[src/rtl/core/assert_macros.svh]
// Assertion helpers shared by the RTL. The checks sample on clk and are
// disabled while rst_n is low; both names must exist where a macro is used.
`ifndef ASSERT_MACROS_SVH
`define ASSERT_MACROS_SVH

`ifndef SYNTHESIS

// Condition holds at every sampled edge.
`define AST_CHECK(lbl, cond, msg) \
    lbl: assert property (@(posedge clk) disable iff (!rst_n) (cond)) else $error(msg);

// Antecedent implies consequent in the same cycle.
`define AST_IMPLY(lbl, ante, cons, msg) \
    lbl: assert property (@(posedge clk) disable iff (!rst_n) (ante) |-> (cons)) \
        else $error(msg);

// Antecedent implies consequent in the next cycle.
`define AST_NEXT(lbl, ante, cons, msg) \
    lbl: assert property (@(posedge clk) disable iff (!rst_n) (ante) |=> (cons)) \
        else $error(msg);

`else

`define AST_CHECK(lbl, cond, msg)
`define AST_IMPLY(lbl, ante, cons, msg)
`define AST_NEXT(lbl, ante, cons, msg)

`endif

`endif

[src/rtl/core/arhp_pkg.sv]
package arhp_pkg;

    typedef enum logic [2:0] {
        KIND_RECORD    = 3'd0,
        KIND_CLEAN     = 3'd1,
        KIND_BAD_MAGIC = 3'd2,
        KIND_TRUNC     = 3'd3,
        KIND_NEG_SIZE  = 3'd4
    } kind_t;

    localparam logic [7:0] MAGIC_0 = 8'h5E;  // '^'
    localparam logic [7:0] MAGIC_1 = 8'h6A;  // 'j'
    localparam logic [7:0] MAGIC_2 = 8'h61;  // 'a'
    localparam logic [7:0] MAGIC_3 = 8'h78;  // 'x'

    // Fixed part: stamp(8) mode(2) owner(2) group(2) size(8)
    localparam logic [4:0] FIXED_LAST = 5'd21;
    localparam logic [4:0] MODE_BASE  = 5'd8;
    localparam logic [4:0] OWNER_BASE = 5'd10;
    localparam logic [4:0] GROUP_BASE = 5'd12;
    localparam logic [4:0] SIZE_BASE  = 5'd14;

    localparam int FIFO_DEPTH = 4;
    localparam int FIFO_AW    = $clog2(FIFO_DEPTH);
    localparam int FIFO_LW    = $clog2(FIFO_DEPTH + 1);

    typedef struct packed {
        kind_t              kind;
        logic [7:0]         entry_type;
        logic [15:0]        name_len;
        logic [15:0]        desc_len;
        logic signed [63:0] stamp;
        logic [15:0]        perm_mode;
        logic [15:0]        owner_id;
        logic [15:0]        group_id;
        logic [62:0]        data_size;
    } result_t;

    // Up to two results per accepted byte; first goes out before second.
    typedef struct packed {
        logic [1:0] count;
        result_t    first;
        result_t    second;
    } push_t;

    typedef struct packed {
        logic [FIFO_LW-1:0] level;
        logic               room;
    } fifo_status_t;

    function automatic logic [7:0] magic_byte(input logic [1:0] idx);
        logic [7:0] val;
        unique case (idx)
            2'd0:    val = MAGIC_0;
            2'd1:    val = MAGIC_1;
            2'd2:    val = MAGIC_2;
            default: val = MAGIC_3;
        endcase
        return val;
    endfunction

endpackage

[src/rtl/core/arhp_parse.sv]
module arhp_parse
    import arhp_pkg::*;
(
    input  logic       clk,
    input  logic       rst_n,
    input  logic       accept,
    input  logic [7:0] data_byte,
    input  logic       final_byte,
    output push_t      push
);

    typedef enum logic [3:0] {
        PH_MAGIC = 4'd0,
        PH_TYPE  = 4'd1,
        PH_NLEN  = 4'd2,
        PH_NAME  = 4'd3,
        PH_DLEN  = 4'd4,
        PH_DESC  = 4'd5,
        PH_FIXED = 4'd6,
        PH_DATA  = 4'd7,
        PH_ERR   = 4'd8
    } phase_t;

    phase_t      phase_reg, phase_next, phase_step;
    logic [62:0] cnt_reg, cnt_next;
    kind_t       err_reg, err_next;

    logic [7:0]  type_reg, type_next;
    logic [15:0] nlen_reg, nlen_next;
    logic [15:0] dlen_reg, dlen_next;
    logic [63:0] stamp_reg, stamp_next;
    logic [15:0] mode_reg, mode_next;
    logic [15:0] owner_reg, owner_next;
    logic [15:0] group_reg, group_next;
    logic [63:0] size_reg, size_next;

    logic [4:0]  fidx;
    logic [4:0]  sidx;
    logic [15:0] len_full;
    logic [63:0] size_full;
    logic        rec;
    kind_t       end_kind;
    result_t     rec_res, end_res;

    assign fidx      = cnt_reg[4:0];
    assign sidx      = fidx - SIZE_BASE;
    assign size_full = {data_byte, size_reg[55:0]};

    always_comb
    begin
        phase_step = phase_reg;
        cnt_next   = cnt_reg;
        err_next   = err_reg;
        type_next  = type_reg;
        nlen_next  = nlen_reg;
        dlen_next  = dlen_reg;
        stamp_next = stamp_reg;
        mode_next  = mode_reg;
        owner_next = owner_reg;
        group_next = group_reg;
        size_next  = size_reg;
        len_full   = {data_byte, cnt_reg[0] ? 8'h00 : 8'h00};
        rec        = 1'b0;

        unique case (phase_reg)
            PH_MAGIC:
            begin
                if (data_byte != magic_byte(cnt_reg[1:0]))
                begin
                    phase_step = PH_ERR;
                    err_next   = KIND_BAD_MAGIC;
                end
                else if (cnt_reg[1:0] == 2'd3)
                begin
                    phase_step = PH_TYPE;
                    cnt_next   = '0;
                end
                else
                begin
                    cnt_next = cnt_reg + 63'd1;
                end
            end
            PH_TYPE:
            begin
                type_next  = data_byte;
                nlen_next  = '0;
                dlen_next  = '0;
                stamp_next = '0;
                mode_next  = '0;
                owner_next = '0;
                group_next = '0;
                size_next  = '0;
                cnt_next   = '0;
                phase_step = PH_NLEN;
            end
            PH_NLEN, PH_DLEN:
            begin
                len_full = {data_byte, (phase_reg == PH_NLEN) ? nlen_reg[7:0] : dlen_reg[7:0]};
                if (!cnt_reg[0])
                begin
                    if (phase_reg == PH_NLEN)
                        nlen_next = {8'h00, data_byte};
                    else
                        dlen_next = {8'h00, data_byte};
                    cnt_next = 63'd1;
                end
                else
                begin
                    if (phase_reg == PH_NLEN)
                        nlen_next = len_full;
                    else
                        dlen_next = len_full;
                    cnt_next = {47'd0, len_full};
                    if (len_full != 16'd0)
                        phase_step = (phase_reg == PH_NLEN) ? PH_NAME : PH_DESC;
                    else
                        phase_step = (phase_reg == PH_NLEN) ? PH_DLEN : PH_FIXED;
                end
            end
            PH_NAME, PH_DESC:
            begin
                cnt_next = cnt_reg - 63'd1;
                if (cnt_reg == 63'd1)
                    phase_step = (phase_reg == PH_NAME) ? PH_DLEN : PH_FIXED;
            end
            PH_FIXED:
            begin
                if (fidx < MODE_BASE)
                    stamp_next[{fidx[2:0], 3'b000} +: 8] = data_byte;
                else if (fidx < OWNER_BASE)
                    mode_next[{fidx[0], 3'b000} +: 8] = data_byte;
                else if (fidx < GROUP_BASE)
                    owner_next[{fidx[0], 3'b000} +: 8] = data_byte;
                else if (fidx < SIZE_BASE)
                    group_next[{fidx[0], 3'b000} +: 8] = data_byte;
                else
                    size_next[{sidx[2:0], 3'b000} +: 8] = data_byte;
                cnt_next = cnt_reg + 63'd1;
                if (fidx == FIXED_LAST)
                begin
                    if (data_byte[7])
                    begin
                        phase_step = PH_ERR;
                        err_next   = KIND_NEG_SIZE;
                    end
                    else if (size_full == 64'd0)
                    begin
                        rec        = 1'b1;
                        phase_step = PH_TYPE;
                        cnt_next   = '0;
                    end
                    else
                    begin
                        cnt_next   = size_full[62:0];
                        phase_step = PH_DATA;
                    end
                end
            end
            PH_DATA:
            begin
                cnt_next = cnt_reg - 63'd1;
                if (cnt_reg == 63'd1)
                begin
                    rec        = 1'b1;
                    phase_step = PH_TYPE;
                end
            end
            PH_ERR:
            begin
                phase_step = PH_ERR;
            end
            default:
            begin
                phase_step = PH_ERR;
            end
        endcase

        // End of image: classify where the parse stopped
        unique case (phase_step)
            PH_ERR:   end_kind = err_reg == KIND_RECORD ? err_next : err_next;
            PH_TYPE:  end_kind = KIND_CLEAN;
            PH_MAGIC: end_kind = KIND_BAD_MAGIC;
            default:  end_kind = KIND_TRUNC;
        endcase

        phase_next = phase_step;
        if (final_byte)
        begin
            phase_next = PH_MAGIC;
            cnt_next   = '0;
            err_next   = KIND_RECORD;
        end
    end

    always_comb
    begin
        rec_res            = '0;
        rec_res.kind       = KIND_RECORD;
        rec_res.entry_type = type_next;
        rec_res.name_len   = nlen_next;
        rec_res.desc_len   = dlen_next;
        rec_res.stamp      = stamp_next;
        rec_res.perm_mode  = mode_next;
        rec_res.owner_id   = owner_next;
        rec_res.group_id   = group_next;
        rec_res.data_size  = size_next[62:0];

        end_res      = '0;
        end_res.kind = end_kind;

        push.count  = accept ? ({1'b0, rec} + {1'b0, final_byte}) : 2'd0;
        push.first  = rec ? rec_res : end_res;
        push.second = end_res;
    end

    // Control state
    always_ff @(posedge clk or negedge rst_n)
    begin
        if (!rst_n)
        begin
            phase_reg <= PH_MAGIC;
            cnt_reg   <= '0;
            err_reg   <= KIND_RECORD;
        end
        else if (accept)
        begin
            phase_reg <= phase_next;
            cnt_reg   <= cnt_next;
            err_reg   <= err_next;
        end
    end

    // Header fields; all but the type are cleared on every type byte
    always_ff @(posedge clk)
    begin
        if (accept)
        begin
            type_reg  <= type_next;
            nlen_reg  <= nlen_next;
            dlen_reg  <= dlen_next;
            stamp_reg <= stamp_next;
            mode_reg  <= mode_next;
            owner_reg <= owner_next;
            group_reg <= group_next;
            size_reg  <= size_next;
        end
    end

endmodule

[src/rtl/core/arhp_fifo.sv]
module arhp_fifo
    import arhp_pkg::*;
(
    input  logic         clk,
    input  logic         rst_n,
    input  push_t        push,
    input  logic         pop,
    output result_t      head,
    output logic         head_valid,
    output fifo_status_t status
);

    result_t              mem [FIFO_DEPTH];
    logic [FIFO_AW-1:0]   wr_ptr_reg, wr_ptr_next;
    logic [FIFO_AW-1:0]   rd_ptr_reg, rd_ptr_next;
    logic [FIFO_LW-1:0]   level_reg, level_next;
    logic [FIFO_AW-1:0]   wr_ptr_second;
    logic                 do_pop;

    assign do_pop        = pop && (level_reg != '0);
    assign wr_ptr_second = wr_ptr_reg + FIFO_AW'(1);
    assign wr_ptr_next   = wr_ptr_reg + FIFO_AW'(push.count);
    assign rd_ptr_next   = rd_ptr_reg + FIFO_AW'(do_pop);
    assign level_next    = level_reg + FIFO_LW'(push.count) - FIFO_LW'(do_pop);

    assign head        = mem[rd_ptr_reg];
    assign head_valid  = (level_reg != '0);
    assign status.level = level_reg;
    // Room for a full two-result beat
    assign status.room  = (level_reg <= FIFO_LW'(FIFO_DEPTH - 2));

    always_ff @(posedge clk or negedge rst_n)
    begin
        if (!rst_n)
        begin
            wr_ptr_reg <= '0;
            rd_ptr_reg <= '0;
            level_reg  <= '0;
        end
        else
        begin
            wr_ptr_reg <= wr_ptr_next;
            rd_ptr_reg <= rd_ptr_next;
            level_reg  <= level_next;
        end
    end

    always_ff @(posedge clk)
    begin
        if (push.count != 2'd0)
            mem[wr_ptr_reg] <= push.first;
        if (push.count == 2'd2)
            mem[wr_ptr_second] <= push.second;
    end

endmodule

[src/rtl/core/archive_record_header_parser.sv]
// A result beat is written into the result queue when the input byte that
// completes it is accepted; an end report follows its record.
// Throughput: one byte per cycle while in_ready is high; in_ready drops only
// while the result queue holds more than two beats.
// Reset (rst_n low, asynchronous) returns the parser to the magic check and
// empties the result queue. After each final byte the parser restarts itself.
`include "assert_macros.svh"

module archive_record_header_parser
    import arhp_pkg::*;
(
    input  logic               clk,
    input  logic               rst_n,

    input  logic               in_valid,
    output logic               in_ready,
    input  logic [7:0]         data_byte,
    input  logic               final_byte,

    output logic               out_valid,
    input  logic               out_ready,
    output logic [2:0]         kind,
    output logic [7:0]         entry_type,
    output logic [15:0]        name_len,
    output logic [15:0]        desc_len,
    output logic signed [63:0] stamp,
    output logic [15:0]        perm_mode,
    output logic [15:0]        owner_id,
    output logic [15:0]        group_id,
    output logic [62:0]        data_size
);

    logic         accept;
    push_t        push;
    result_t      head;
    fifo_status_t fifo_stat;

    // Take a beat only when the queue can absorb a record plus an end report
    assign in_ready = fifo_stat.room;
    assign accept   = in_valid && in_ready;

    // Byte-level parser: phase, counters and header field assembly
    arhp_parse u_parse
    (
        .clk        (clk),
        .rst_n      (rst_n),
        .accept     (accept),
        .data_byte  (data_byte),
        .final_byte (final_byte),
        .push       (push)
    );

    // Result queue decouples the output handshake from the byte stream
    arhp_fifo u_fifo
    (
        .clk        (clk),
        .rst_n      (rst_n),
        .push       (push),
        .pop        (out_ready),
        .head       (head),
        .head_valid (out_valid),
        .status     (fifo_stat)
    );

    assign kind       = head.kind;
    assign entry_type = head.entry_type;
    assign name_len   = head.name_len;
    assign desc_len   = head.desc_len;
    assign stamp      = head.stamp;
    assign perm_mode  = head.perm_mode;
    assign owner_id   = head.owner_id;
    assign group_id   = head.group_id;
    assign data_size  = head.data_size;

    `AST_CHECK(a_level_bound, fifo_stat.level <= FIFO_LW'(FIFO_DEPTH), "result queue overflow")
    `AST_IMPLY(a_ready_room, in_ready, fifo_stat.level <= FIFO_LW'(FIFO_DEPTH - 2), "ready without room for two beats")
    `AST_IMPLY(a_end_clean, out_valid && (kind != KIND_RECORD), (data_size == '0) && (stamp == '0) && (name_len == '0) && (entry_type == '0), "end report carries header fields")
    `AST_NEXT(a_final_report, in_valid && in_ready && final_byte, out_valid, "final byte left no report")

endmodule
[config.mk]
export PLATFORM = sky130hd
export DESIGN_NAME = archive_record_header_parser
export DESIGN_NICKNAME = d
export VERILOG_FILES = /design/src/rtl/core/arhp_pkg.sv /design/src/rtl/core/arhp_parse.sv /design/src/rtl/core/arhp_fifo.sv /design/src/rtl/core/archive_record_header_parser.sv
export VERILOG_INCLUDE_DIRS = /design/src /design/src/rtl/core
export SDC_FILE = /design/constraint.sdc
export NUM_CORES = 2
export LEC_CHECK = 0
export ABC_AREA = 0
export BUFFER_PORTS_ARGS = -buffer_cell sky130_fd_sc_hd__buf_2
export CAP_MARGIN = 20
export CORE_ASPECT_RATIO = 0.75
export CORE_UTILIZATION = 40
export DETAILED_ROUTE_END_ITERATION = 10
export PLACE_DENSITY = 0.52
export SYNTH_ARGS = -nofsm -noshare
export SYNTH_HDL_FRONTEND = slang
export SYNTH_HIERARCHICAL = 1
export SYNTH_SLANG_ARGS = --single-unit
export TNS_END_PERCENT = 50
[constraint.sdc]
create_clock -name clk -period 32.8 [get_ports clk]
set_clock_uncertainty 0.15 [all_clocks]
set_input_delay 1.64 -clock clk [delete_from_list [all_inputs] [get_ports clk]]
set_output_delay 1.64 -clock clk [all_outputs]
set_load 0.005 [all_outputs]
==> flow_summary.ini <==
[layout]
fin_util = 0.446
layout_common_cells = 1087 x edfxtp_1, 765 x mux2_2, 431 x nand2_1, 231 x buf_2, 218 x mux4_2
multiInputGateArea_sq_um = 25800
area.sequential_sq_um = 34600
nets = 4767
fillers = 14153
largest_reg_flops = 872
post_route_cells_drive_above_1_share = 0.318
synthToLayoutAreaGrowth_pct = 10.1
final_common_cell = edfxtp_1

[logic_synthesis]
synth-edff-count = 1087
ys_seq_elements = 1164
syn_avg_cell_area_sq_um = 13.6
yosys_warnings = 6
synth.distinct_cells = 92
synthesis.area_sq_um = 62900
synth_ff_type = edfxtp_1
ys_async_sr_fraction = 0.0662
yosysSeqAreaShare = 0.549
synth_cells = 4643

[status]
status = completed

[setup_path]
crit_type = in -> reg
cpPeakStageDelay_ps = 920
cp_data_arrival_time_ps = 7710
cp_common_cell = buf_4
required_ps = 33030
crit_path_start_kind = input pin
worst_path_max_delay_cell = and4bb_4
cp_num_buf_inv = 5
worstPathMaxFanout = 53
crit_path_cell_trace = buf_2 > buf_4 > nor4_1 > nand4_1 > nor4_1 > nand2_1 > o21a_4 > inv_4 > ha_1 > and2_1 > and4bb_4 > o21bai_4 > buf_4 > buf_4
cp_top_family = simple AND/OR/NAND/NOR gates
endpoint_kind = flop

[clock_network]
cts_tree = yes
root_buffer = clkbuf_16
cts_hold_buffers = 0
clk_latency_ps = 780
htreeDepth = 3
cts_buffer_depth = 3
cts_resized = 0
cts_setup_buffers = 0
cts_inserted_buffers = 121
clk_pin_slew_ps = 60
clock-sinks = 1164

[global_route]
antenna_found_initial = 11
grt_pass1_wl_um = 275000
top_usage_layer = met1
met2_usage = 0.338
grt_max_degree = 162
grt_pass1_vias = 38463
grt_overflow_total = 0
use_met1 = 0.357
met3_usage = 0.0496
grt_usage = 0.233

[detailed_routing]
wire_per_inst_um = 27.2
viasPerCell = 5.74
vias = 39830
drc = 0
antenna_left = 0
firstDrtPassIters = 5
drt_iter0_markers = 4092
wl_um = 189000

[sta]
worst_slew_margin_rel = 0.170
timing.final.hold_violations = 0
tightest_slew_ps = 1240
setup_viol = 0
fin_crit_ps = 7480
slew_viol_final = 0
finalCritPeriodShare = 0.228
clock.fmax_mhz = 134
whs_ps = 339
rsz0062_at_grt = no
fin_tns_setup_ps = 0

[flow_run]
maxCapViolations = 0

[power]
peakVddDrop_mv = 0.0537
leakagePower_uw = 0.0260
p_per_area_nw_per_um2 = 70.2

[floorplanning]
fp.coreArea_sq_um = 155000
dieWidth_um = 460
initial_core_util = 0.405
row_count = 125
die_area_sq_um = 159000
die_h_um = 345
ios = 233

[place]
port_buffers = 232
gp_congestion = 0.978
hpwl_um = 118000

[min_path]
hold_class = reg -> reg
==> worst register-to-register path: cells and delay by family (launching register included) <==
kind	cells	cell delay [ps]
and+or+nand+nor	6	2710
buffers and inverters	3	1940
AOI/OAI and AO/OA	2	770
DFF	1	610
adders and majority gates	1	310
==> cells in the mapped netlist, types with 7 or more instances <==
master	count	area, sq um
and3_1	19	119
buf_6	22	248
a221o_1	9	90.1
a21oi_1	131	656
dfrtp_1	77	1930
a221oi_1	21	184
nor2_1	111	417
a21o_1	11	82.6
nand3_1	143	716
a22o_1	42	368
nand2_1	431	1620
and4_1	14	123
mux4_2	218	4910
mux2i_1	14	140
buf_1	26	97.6
or4_1	9	67.6
nor3_1	61	305
xor2_1	27	236
a32oi_1	13	114
nor4_1	58	363
buf_4	224	1680
mux2_2	765	8610
and2_1	160	1000
ha_1	17	213
or3_1	16	100
mux2_1	109	1230
o21ai_0	191	956
xnor2_1	37	324
nand4_1	48	300
a31oi_1	12	75.1
edfxtp_1	1087	32600
o31ai_1	12	90.1
o221ai_1	7	61.3
a32o_1	9	90.1
o211ai_1	10	75.1
clkbuf_1	172	646
inv_1	34	128
buf_2	123	616
a211oi_1	9	67.6
o22ai_1	14	87.6
==> routing by layer <==
metal | vias to the layer above | part of all wire | wire, um
li1 | 17727 | - | -
met5 | - | 0.000069 | 13
met1 | 20338 | 0.47 | 88500
met4 | 2 | 0.018 | 3430
met2 | 1525 | 0.43 | 81800
met3 | 238 | 0.079 | 14900
==> path summary, 6_finish.rpt <==
check	slack, ps	end	cells after the start	from
max in group asynchronous	30630	u_parse/cnt_reg[24]	2	rst_n
min in group asynchronous	640	u_parse/cnt_reg[46]	1	rst_n
min	340	u_parse/err_reg[0]	1	u_parse/err_reg[0]
max	25320	u_fifo/mem[2][108]	14	data_byte[1]
min reg2reg	340	u_parse/err_reg[0]	1	u_parse/err_reg[0]
max reg2reg	25830	u_fifo/mem[2][108]	12	u_parse/cnt_reg[4]
==> cells by family (layout without fill, tap and decap cells) <==
kind of cell	count (synthesis)	in the layout	synth area share
DFF	1164	1164	0.549
and+or+nand+nor	1128	1128	0.0901
muxes	1106	1106	0.237
buffers and inverters	605	587	0.0546
AOI/OAI and AO/OA	557	557	0.0565
xor gates and xnor gates	64	64	0.00891
adders and majority gates	18	18	0.00370
other	1	218	0.0000596
==> cell type report <==
| cell class | count | area share |
|---|---|---|
| repair buffers | 325 | 0.0283 |
| inverters | 36 | 0.00199 |
| flip-flops and latches | 1164 | 0.499 |
| well taps | 2095 | 0.0378 |
| multi-input cells | 3088 | 0.373 |
| diodes | 3 | 0.000108 |
| clock inverters | 82 | 0.0142 |
| clock buffers | 144 | 0.0454 |
==> power by group <==
part,total (uW),internal [uW],switching (uW)
clock,1460,841,617
sequential,1930,1800,128
combinational,1470,570,905
==> through the flow <==
step                cell area, sq um  worst slack (ps)  cells  total power (uW)
floorplan                      63700              8990   4857              2880
global placement               65100             24560   6706              3430
detailed placement             65100             24570   6706              3430
CTS                            69200             25380   6932              4900
global route                   69300             25060   6934              5060
finish                         69300             25320   6937              4860
Power figures use the tool's default switching activity.
